## config.mk

```make
export PLATFORM = sky130hd
export DESIGN_NAME = dpa_divider
export DESIGN_NICKNAME = d
export VERILOG_FILES = /design/src/rtl/dpa_pkg.sv /design/src/rtl/dpa_divider.sv
export SDC_FILE = /design/constraint.sdc
export NUM_CORES = 1
export LEC_CHECK = 0
export BUFFER_PORTS_ARGS = -buffer_cell sky130_fd_sc_hd__buf_2
export CAP_MARGIN = 10
export CORE_MARGIN = 2
export CORE_UTILIZATION = 47
export DETAILED_ROUTE_END_ITERATION = 8
export PLACE_DENSITY = 0.66
export SLEW_MARGIN = 40
export SYNTH_ARGS = -nofsm -noshare
export SYNTH_HDL_FRONTEND = slang
export SYNTH_SLANG_ARGS = --single-unit
```

## constraint.sdc

```tcl
create_clock -name clock -period 6.4 [get_ports clock]
set_clock_uncertainty 0.2 [all_clocks]
set_input_delay 0.96 -clock clock [delete_from_list [all_inputs] [get_ports clock]]
set_output_delay 0.96 -clock clock [all_outputs]
set_load 0.03 [all_outputs]
```

## src/rtl/dpa_pkg.sv

```systemverilog
`timescale 1ns / 1ps
`default_nettype none
package dpa_pkg;
   localparam int TASK_SLOTS_DEF   = 16;
   localparam int TOP_PRIORITY_DEF = 50;
   localparam int TIME_W = 64;
   localparam int PRIO_W = 7;

   typedef enum logic [2:0] {
      ACT_CREATE = 3'd0,
      ACT_DELETE = 3'd1,
      ACT_SET    = 3'd2,
      ACT_RESET  = 3'd3,
      ACT_RECALC = 3'd4
   } action_type;

   localparam logic [1:0] ST_OK      = 2'd0;
   localparam logic [1:0] ST_ABSENT  = 2'd1;
   localparam logic [1:0] ST_PRESENT = 2'd2;

   typedef enum logic [2:0] {
      S_IDLE,
      S_LEFT,
      S_SCAN,
      S_DIV,
      S_EMIT,
      S_STATUS
   } state_type;

   // Control word that the sequencer broadcasts into the cell row.
   typedef struct packed {
      logic shift;     // rotate the row by one cell
      logic calc_left; // head cell computes its time left
      logic mark_miss; // head cell becomes missed
      logic set_prio;  // head cell takes new priority
   } cell_ctl_type;
endpackage
`default_nettype wire

```

## src/rtl/dpa_divider.sv

```systemverilog
`timescale 1ns / 1ps
`default_nettype none
// Restoring divider: floor(d * TOP_PRIORITY / r), one quotient bit a cycle.
// Quotient never exceeds TOP_PRIORITY, so it fits in the 7-bit q; d*P fits in 71 bits.
// done rises in the cycle after the last step, when q holds the final quotient.
module dpa_divider #(
   parameter int TOP_PRIORITY = dpa_pkg::TOP_PRIORITY_DEF
) (
   input  wire logic        clock,
   input  wire logic        reset,
   input  wire logic        go,
   input  wire logic [63:0] d,
   input  wire logic [63:0] r,
   output logic             done,
   output logic [6:0]       q
);
   localparam int NW = 71;
   logic [NW-1:0] num_ff;
   logic [64:0]   rem_ff;
   logic [6:0]    cnt_ff;
   logic          busy_ff;
   logic          done_ff;
   logic [64:0]   trial;
   logic [70:0]   prod;
   logic [NW-1:0] q_ff;

   assign prod  = {7'd0, d} * 71'(TOP_PRIORITY);
   assign trial = {rem_ff[63:0], num_ff[NW-1]};

   always_ff @(posedge clock) begin
      if (reset) begin
         busy_ff <= 1'b0;
         cnt_ff  <= '0;
         done_ff <= 1'b0;
      end else begin
         done_ff <= busy_ff && (cnt_ff == 7'd1);
         if (go) begin
            busy_ff <= 1'b1;
            cnt_ff  <= 7'(NW);
         end else if (busy_ff) begin
            cnt_ff <= cnt_ff - 7'd1;
            if (cnt_ff == 7'd1) busy_ff <= 1'b0;
         end
      end
   end

   always_ff @(posedge clock) begin
      if (go) begin
         num_ff <= prod;
         rem_ff <= '0;
         q_ff   <= '0;
      end else if (busy_ff) begin
         num_ff <= num_ff << 1;
         if (trial >= {1'b0, r}) begin
            rem_ff <= trial - {1'b0, r};
            q_ff   <= {q_ff[NW-2:0], 1'b1};
         end else begin
            rem_ff <= trial;
            q_ff   <= {q_ff[NW-2:0], 1'b0};
         end
      end
   end

   assign done = done_ff;
   assign q = q_ff[6:0];
endmodule
`default_nettype wire

```

==> run metrics <==
drt drc=0; HP Class=flip-flop to flip-flop; final setup margin=1160 ps; fmax=191 MHz; IO Pins=139; worst path cell trace=buf_2 > ha_1 > ha_1 > inv_1 > fa_1 > inv_1 > ha_1 > and2_1 > nand3_1 > nor2_1 > or4b_2 > o221ai_1 > nor2_1 > nor4_1 > or4_1 > nand3_1; Iter 0 DRT Violations=929; Final period util=81.9%; WP data arrival=5220 ps; Synth Area in Adders=24.4%; RSZ-0062 raised after global routing=no; gr ovfl total=0; Setup Buffers After CTS=0; CTS tree=built; commonest cells in the netlist=361 x inv_1, 262 x ha_1, 192 x nand2_1; crit end category=flip-flop; fin crit period=5240 ps; part of the Yosys area used for sequential elements=20.1%; Port Buffers=138; Setup Crit Path Kind=primary input to flip-flop; startpoint types=primary input; Final Hold Violating Endpoints=0; Max Slew Vio Count=0; Simple-Gate Fraction of Synth Area=14.6%; die area=0.0406 sq mm; clk sinks=150; mux cell area share after synthesis=4.62%; share of layout cells above drive strength 1=11.5%; worst skew pair latency=440 ps; DR WL/cell=16.2 microns; complex-gate fraction of the synthesized area=20.8%; Final Wtd Congestion=0.914; Tot Pwr=5030 uW; initial antenna violation count=1; Post-CTS Hold Fix Bufs=0; Vias/cell=5.60; largest net degree at the start of global routing=87; PostCTS Resize Cnt=0; maximum VDD drop=214 uV; clock slew at reported path FFs=70 ps; Synth Area in XOR/XNOR=5.40%; worst reg-to-reg setup slack=2300 ps; Synth Cell Area=0.0183 sq mm; Syn. warnings=0; synthesized area per cell=8.03 sq um; core area=0.0386 sq mm; first-pass GRT wire length=77500 microns; EDFF count, synth=69; top cell type's share of synthesized area=17.9%; fin nets=2794; status=completed; Vias=16100; setup TNS=0 ps; Layout Area Growth over Synthesis=8.51%; Die X=202 microns; top-count cell post-synth=inv_1; Synth cell types=87; crit path max fanout=7; clk buf depth=2; largest family of logic cells by synthesized area=adder cells; Critical-path top delay cell=or4b_2; CP dominant cell by count=ha_1; Post-Syn Instances=2284; Yosys reg bits=150; row cnt=72; Synth area leader=ha_1; syn nets=2737; Most used DFF post-synth=dfxtp_1; Total Routing Usage GR=22.9%; dominant cells by area after synthesis=ha_1 18%, edfxtp_1 11%, dfxtp_1 8.8%; total CTS buffers=17; HPWL Detailed=37100 microns; vias in the first global route=15900; pre-CTS setup slack=737 ps; CP required=6380 ps; initial core utilization=47.6%; P_leak=0.00979 uW; Tightest Pin Transition=794 ps; placed insts=2840; DRT Wirelength=46400 microns; CTS Root Cell=clkbuf_16; Final ANT Viol Nets=0; cell area power density=253 mW/mm^2; die span in y=202 microns; H-tree depth=4; max_slew headroom=46.8%; final std cells w/o fill=2873; Post-synth ARST share=0%; Max-cap violations=0; Final setup violation count=0; TritonRoute pass-1 iters=5; Filler cells=3816; CP max stage delay=610 ps
[sequential cells by signal (all words and copies together), names as in the netlist]
signal	cells
num_ff	70
rem_ff	64
cnt_ff	7
q_ff	7
busy_ff	1
done	1
[area by class of cell]
cell class / count / area, sq um / area share [%]
antenna: 1 / 2.50 / 0.0126
clock buffer: 19 / 443 / 2.23
clock inverter: 13 / 124 / 0.622
inverter: 362 / 1360 / 6.83
multi-input combinational: 1660 / 12800 / 64.4
sequential: 150 / 3700 / 18.6
tap: 518 / 648 / 3.26
timing repair buffer: 150 / 815 / 4.09
[worst max-delay path: cells and delay by family]
family	cells	cell delay, ps
adders and majority gates	4	1490
buffers and inverters	3	210
AOI/OAI and AO/OA	1	450
and+or+nand+nor	8	2100
[final timing paths]
path	startpoint	end	cells after the start
worst max-delay path	d[31]	num_ff[68]$_DFFE_PP_	16
worst min-delay path	rem_ff[38]$_SDFFE_PP0P_	rem_ff[38]$_SDFFE_PP0P_	2
worst max register to register	rem_ff[37]$_SDFFE_PP0P_	rem_ff[56]$_SDFFE_PP0P_	11
worst min register to register	rem_ff[38]$_SDFFE_PP0P_	rem_ff[38]$_SDFFE_PP0P_	2
[kinds of logic (layout without fill, tap and decap cells)]
kind of cell    after synthesis  in the layout
compound gates              577            577
simple gates                571            571
mux                          77             77
fa+ha+maj                   322            322
flops                       150            150
buf+inv                     474            544
other cells                   0              1
xor+xnor                    113            113
[layout by cell type (no fill, tap or decap), drive strengths merged, types with 69 or more instances in the layout]
cell type / netlist / routed
dfxtp: 81 / 81
edfxtp: 69 / 69
nor2: 163 / 163
buf: 28 / 150
a21oi: 184 / 184
o21ai: 93 / 93
nand2: 192 / 192
xnor2: 71 / 71
ha: 262 / 262
a21o: 84 / 84
inv: 361 / 363
[stage by stage]
step | cell area [sq um] | util, % | hold WS (ps)
6_report | 19900 | 51.6 | 288
5_1_grt | 19900 | 51.6 | 312
4_1_cts | 19900 | 51.6 | 291
3_5_place_dp | 19300 | 50.1 | 278
3_3_place_gp | 19300 | 50.1 | 255
2_1_floorplan | 18300 | - | 234
[per-layer routing]
metal,vias up,part of all wire (%),track usage (%)
met5,-,0,0
met4,0,2.5,7.51
met3,72,3.7,2.36
met2,385,46,38.7
met1,7577,47,30.7
li1,8059,-,-
[report_power, final]
group / total [uW] / switching (uW) / internal (uW)
logic: 2650 / 1540 / 1110
registers: 1380 / 88.6 / 1290
clock network: 992 / 444 / 549
Note: power is estimated with default switching activity, not from simulation.
