<file path="config.mk">
export PLATFORM = sky130hd
export DESIGN_NAME = dpa_cell
export DESIGN_NICKNAME = d
export VERILOG_FILES = /design/src/rtl/dpa_pkg.sv /design/src/rtl/dpa_cell.sv
export SDC_FILE = /design/constraint.sdc
export NUM_CORES = 1
export LEC_CHECK = 0
export BUFFER_PORTS_ARGS = -buffer_cell sky130_fd_sc_hd__clkbuf_2
export CAP_MARGIN = 10
export CORE_AREA = 5 5 213 215
export CTS_CLUSTER_SIZE = 30
export DETAILED_ROUTE_END_ITERATION = 6
export DIE_AREA = 0 0 218 220
export HOLD_SLACK_MARGIN = 0.15
export SLEW_MARGIN = 0
export SYNTH_ARGS = -nofsm -noshare
export SYNTH_HDL_FRONTEND = slang
export SYNTH_SLANG_ARGS = --single-unit
</file>
<file path="constraint.sdc">
create_clock -name clock -period 5.2 [get_ports clock]
set_input_delay 0.26 -clock clock [delete_from_list [all_inputs] [get_ports clock]]
set_output_delay 0.26 -clock clock [all_outputs]
set_load 0.02 [all_outputs]
</file>
<file path="src/rtl/dpa_pkg.sv">
`timescale 1ns / 1ps
`default_nettype none
package dpa_pkg;
   localparam int TASK_SLOTS_DEF   = 16;
   localparam int TOP_PRIORITY_DEF = 50;
   localparam int TIME_W = 64;
   localparam int PRIO_W = 7;

   typedef enum logic [2:0] {
      ACT_CREATE = 3'd0,
      ACT_DELETE = 3'd1,
      ACT_SET    = 3'd2,
      ACT_RESET  = 3'd3,
      ACT_RECALC = 3'd4
   } action_type;

   localparam logic [1:0] ST_OK      = 2'd0;
   localparam logic [1:0] ST_ABSENT  = 2'd1;
   localparam logic [1:0] ST_PRESENT = 2'd2;

   typedef enum logic [2:0] {
      S_IDLE,
      S_LEFT,
      S_SCAN,
      S_DIV,
      S_EMIT,
      S_STATUS
   } state_type;

   // Control word that the sequencer broadcasts into the cell row.
   typedef struct packed {
      logic shift;     // rotate the row by one cell
      logic calc_left; // head cell computes its time left
      logic mark_miss; // head cell becomes missed
      logic set_prio;  // head cell takes new priority
   } cell_ctl_type;
endpackage
`default_nettype wire

</file>
<file path="src/rtl/dpa_cell.sv">
`timescale 1ns / 1ps
`default_nettype none
// One task slot. The row is a ring: each cycle with shift set a cell takes its
// neighbor's contents, so the head cell sees every slot in turn.
module dpa_cell (
   input  wire logic               clock,
   input  wire logic               reset,
   input  wire dpa_pkg::cell_ctl_type ctl,
   input  wire logic [63:0]        now,
   input  wire logic [6:0]         prio_in,
   input  wire logic               wr_en,
   input  wire logic               wr_used,
   input  wire logic               wr_len_en,
   input  wire logic [63:0]        wr_len,
   input  wire logic               wr_prio_en,
   input  wire logic [6:0]         wr_prio,
   input  wire logic               is_head,
   input  wire logic               nb_used,
   input  wire logic               nb_miss,
   input  wire logic [63:0]        nb_len,
   input  wire logic [63:0]        nb_abs,
   input  wire logic [63:0]        nb_left,
   input  wire logic [6:0]         nb_prio,
   output logic                    used,
   output logic                    miss,
   output logic [63:0]             len,
   output logic [63:0]             abs_dl,
   output logic [63:0]             left,
   output logic [6:0]              prio
);
   logic used_ff, miss_ff;
   logic [63:0] len_ff, abs_ff, left_ff;
   logic [6:0] prio_ff;
   logic [63:0] len_new;

   assign len_new = wr_len_en ? wr_len : len_ff;

   always_ff @(posedge clock) begin
      if (reset) begin
         used_ff <= 1'b0;
         miss_ff <= 1'b0;
      end else if (ctl.shift) begin
         used_ff <= nb_used;
         miss_ff <= nb_miss;
      end else if (wr_en) begin
         used_ff <= wr_used;
         miss_ff <= 1'b0;
      end else if (is_head && ctl.mark_miss) begin
         miss_ff <= 1'b1;
      end
   end

   always_ff @(posedge clock) begin
      if (ctl.shift) begin
         len_ff  <= nb_len;
         abs_ff  <= nb_abs;
         left_ff <= nb_left;
         prio_ff <= nb_prio;
      end else if (wr_en) begin
         len_ff  <= len_new;
         abs_ff  <= now + len_new;
         left_ff <= len_new;
         if (wr_prio_en) prio_ff <= wr_prio;
      end else if (is_head) begin
         if (ctl.calc_left) left_ff <= (abs_ff > now) ? abs_ff - now : 64'd0;
         if (ctl.set_prio) prio_ff <= prio_in;
      end
   end

   assign used = used_ff;
   assign miss = miss_ff;
   assign len = len_ff;
   assign abs_dl = abs_ff;
   assign left = left_ff;
   assign prio = prio_ff;
endmodule
`default_nettype wire

</file>
==> reports/results.ini <==
[route]
drc=0
wirelength_um=71200
final_antenna_net_count=0
vias=17700
drtPass1Iterations=6
drtIter0Drc=1277
viasPerCell=5.58
wl_per_cell_um=22.4

[critical_path]
endpoint_kind=flip-flop
critPathKind=reg2reg
cpMaxStageDelayCell=o31ai_1
start_kind=flip-flop
critPathArrivalTime_ns=4.96
path_cells=inv_1 -> ha_1 -> fa_1 -> nand2b_1 -> a21oi_1 -> a31oi_1 -> o211ai_2 -> a31oi_1 -> o41ai_2 -> a221oi_1 -> o31ai_1 -> a31oi_1 -> xor2_1 -> o21ai_1
required_ns=5.47
cp_max_fo=5
path_common_cell=a31oi_1
critical-path-max-stage-delay_ns=0.58

[clock_tree]
clock_latency_ns=0.56
cts_setup_buffers=0
cts_tree=yes
clockBufferDepth=3
htree_levels=1
clk_pin_slew_ns=0.06
clockRootBuffer=clkbuf_16
cts_buffers=25
cts_sinks=201

[place]
dpl.cell_count=2921
gp_congestion=0.949
io_buffers=554
hpwl_um=54900

[pwr]
p_leak_nw=10.5
power_density_mw_per_mm2=315
ir_drop_mv=0.247

[logic_synthesis]
syn-num-nets=2341
yosys.area.top_type=edfxtp_1
yosys_warnings=0
synth_cell_types=69
ys_top_cells_by_area=edfxtp_1, ha_1, mux2_2, a21oi_1, nand2_1
synth_edf_count=199
ys_seq_area_share_pct=35.6
ys_async_sr_fraction_pct=0
synthCells=1858
synth_seq_cells=201
synth.avg_cell_area_um2=9.10
post-synth-top-area-fraction_pct=35.3
syn_area_mm2=0.0169
synthFlopType=edfxtp_1

[global_routing]
grt_pass1_wl_um=105000
antenna_found_initial=0
grt_max_degree=89
grt_pass1_vias=17900
track_usage_pct=27.9
grt_overflow_total=0

[sta]
tightest_slew_ns=1.13
rsz0062_at_grt=false
fmaxAchievable_mhz=213
fin_crit_ns=4.69
tns_ns=0
fin_skew_ns=0.0232
maxSlewViolCount=0
final-setup-viol-count=0
relSlewSlack_pct=24.5
final.period_utilization_pct=90.1
finalHoldViolCount=0

[job]
cap_violations=0

[final_layout]
multi_input_area_mm2=0.0101
layout_commonest_cell=clkbuf_2
diodes=0
final_cell_mix=clkbuf_2, dlygate4sd3_1, edfxtp_1
drive_above_1_share_pct=28.7
fin_nets=3045
layout.cells.non_filler=3172
area_delta_synth_final_pct=36.4
final_core_util_pct=52.9
regArea_mm2=0.00602
nFillCells=4080

[floorplanning]
start_util_pct=38.8
fp-row-count=77
ios=555
fp.dieH_um=220
die_area_mm2=0.0480
core_mm2=0.0435
die_w_um=218

[outcome]
outcome=complete, no violations

[min_path]
min_path_type=in2reg

layout make-up:
type                    count  share of cell area, %
clock inverters            12                  0.478
multi-input cells        1454                   44.0
repair buffers            774                   21.5
well taps                 592                   3.21
inverters                 106                   1.75
clock buffers              33                   2.93
flip-flops and latches    201                   26.1
stage by stage:
stage / worst slack [ns] / total power, W / instance area (um^2) / hold slack (ns)
2_1_floorplan: 1.11 / 0.00428 / 16900 / 0.332
3_3_place_gp: 0.528 / 0.00536 / 20200 / 0.480
3_5_place_dp: 0.535 / 0.00537 / 20200 / 0.479
4_1_cts: 0.484 / 0.00727 / 23100 / 0.150
5_1_grt: 0.209 / 0.00763 / 23100 / 0.183
6_report: 0.514 / 0.00726 / 23100 / 0.168
power breakdown:
group / total [W] / leakage, nW / switching (W) / internal (W)
Clock: 0.00175 / 0.382 / 0.000738 / 0.00101
Sequential: 0.00223 / 2.09 / 0.000151 / 0.00208
Combinational: 0.00329 / 8.07 / 0.00202 / 0.00127
critical path, delay by kind of cell (launching register included):
family	cells	cell delay [ns]
xor gates and xnor gates	1	0.25
buffers and inverters	1	0.07
adders and majority gates	2	0.65
AOI/OAI and AO/OA	9	2.83
and+or+nand+nor	1	0.18
DFF	1	0.40
metal layers:
layer / GRT usage, % / part of all wire [%]
met4: 9.32 / 3.2
met5: 0 / 0
met2: 48.0 / 48
met1: 36.3 / 42
met3: 3.92 / 7.0
Yosys cell counts, drive strengths merged (17+ instances only):
cell    count
a211oi     17
xor2       44
o21ai     215
xnor2      76
mux2      127
nor3       19
a22oi      61
ha        127
nor2       78
a21o       84
o21bai     25
clkbuf     87
a21oi     158
a31oi      18
edfxtp    199
nand2     196
inv       105
nand4      36
nand3      24
registers in the layout, summed over array words and instances (netlist names):
signal  cells
len        64
left       64
used        1
miss        1
abs_dl     64
prio        7
worst paths after layout:
check,slack [ns],to,start,cells past startpoint
setup / recovery,0.51,left[58]$_DFFE_PP_,abs_dl[0]$_DFFE_PP_,14
hold / removal,0.17,left[56]$_DFFE_PP_,nb_left[56],3
setup reg to reg,0.51,left[58]$_DFFE_PP_,abs_dl[0]$_DFFE_PP_,14
hold reg to reg,0.77,left[50]$_DFFE_PP_,len[50]$_DFFE_PP_,3
logic make-up after synthesis:
kind of cell	after synthesis	synth area share [%]
XOR/XNOR	120	6.22
adder cells (fa/ha/maj)	129	9.63
buffers and inverters	203	4.55
AND/OR/NAND/NOR	409	10.8
multiplexers	138	9.11
flip-flops	201	35.6
AO/OA/AOI/OAI	658	24.1
what timing repair did:
item | in CTS | in global routing
endpoints found under the setup margin | 0 | 0
hold buffers | 206 | 0
gates resized for setup | 0 | 0
endpoints found under the hold margin | 196 | 0
Note: power is estimated with default switching activity, not from simulation.
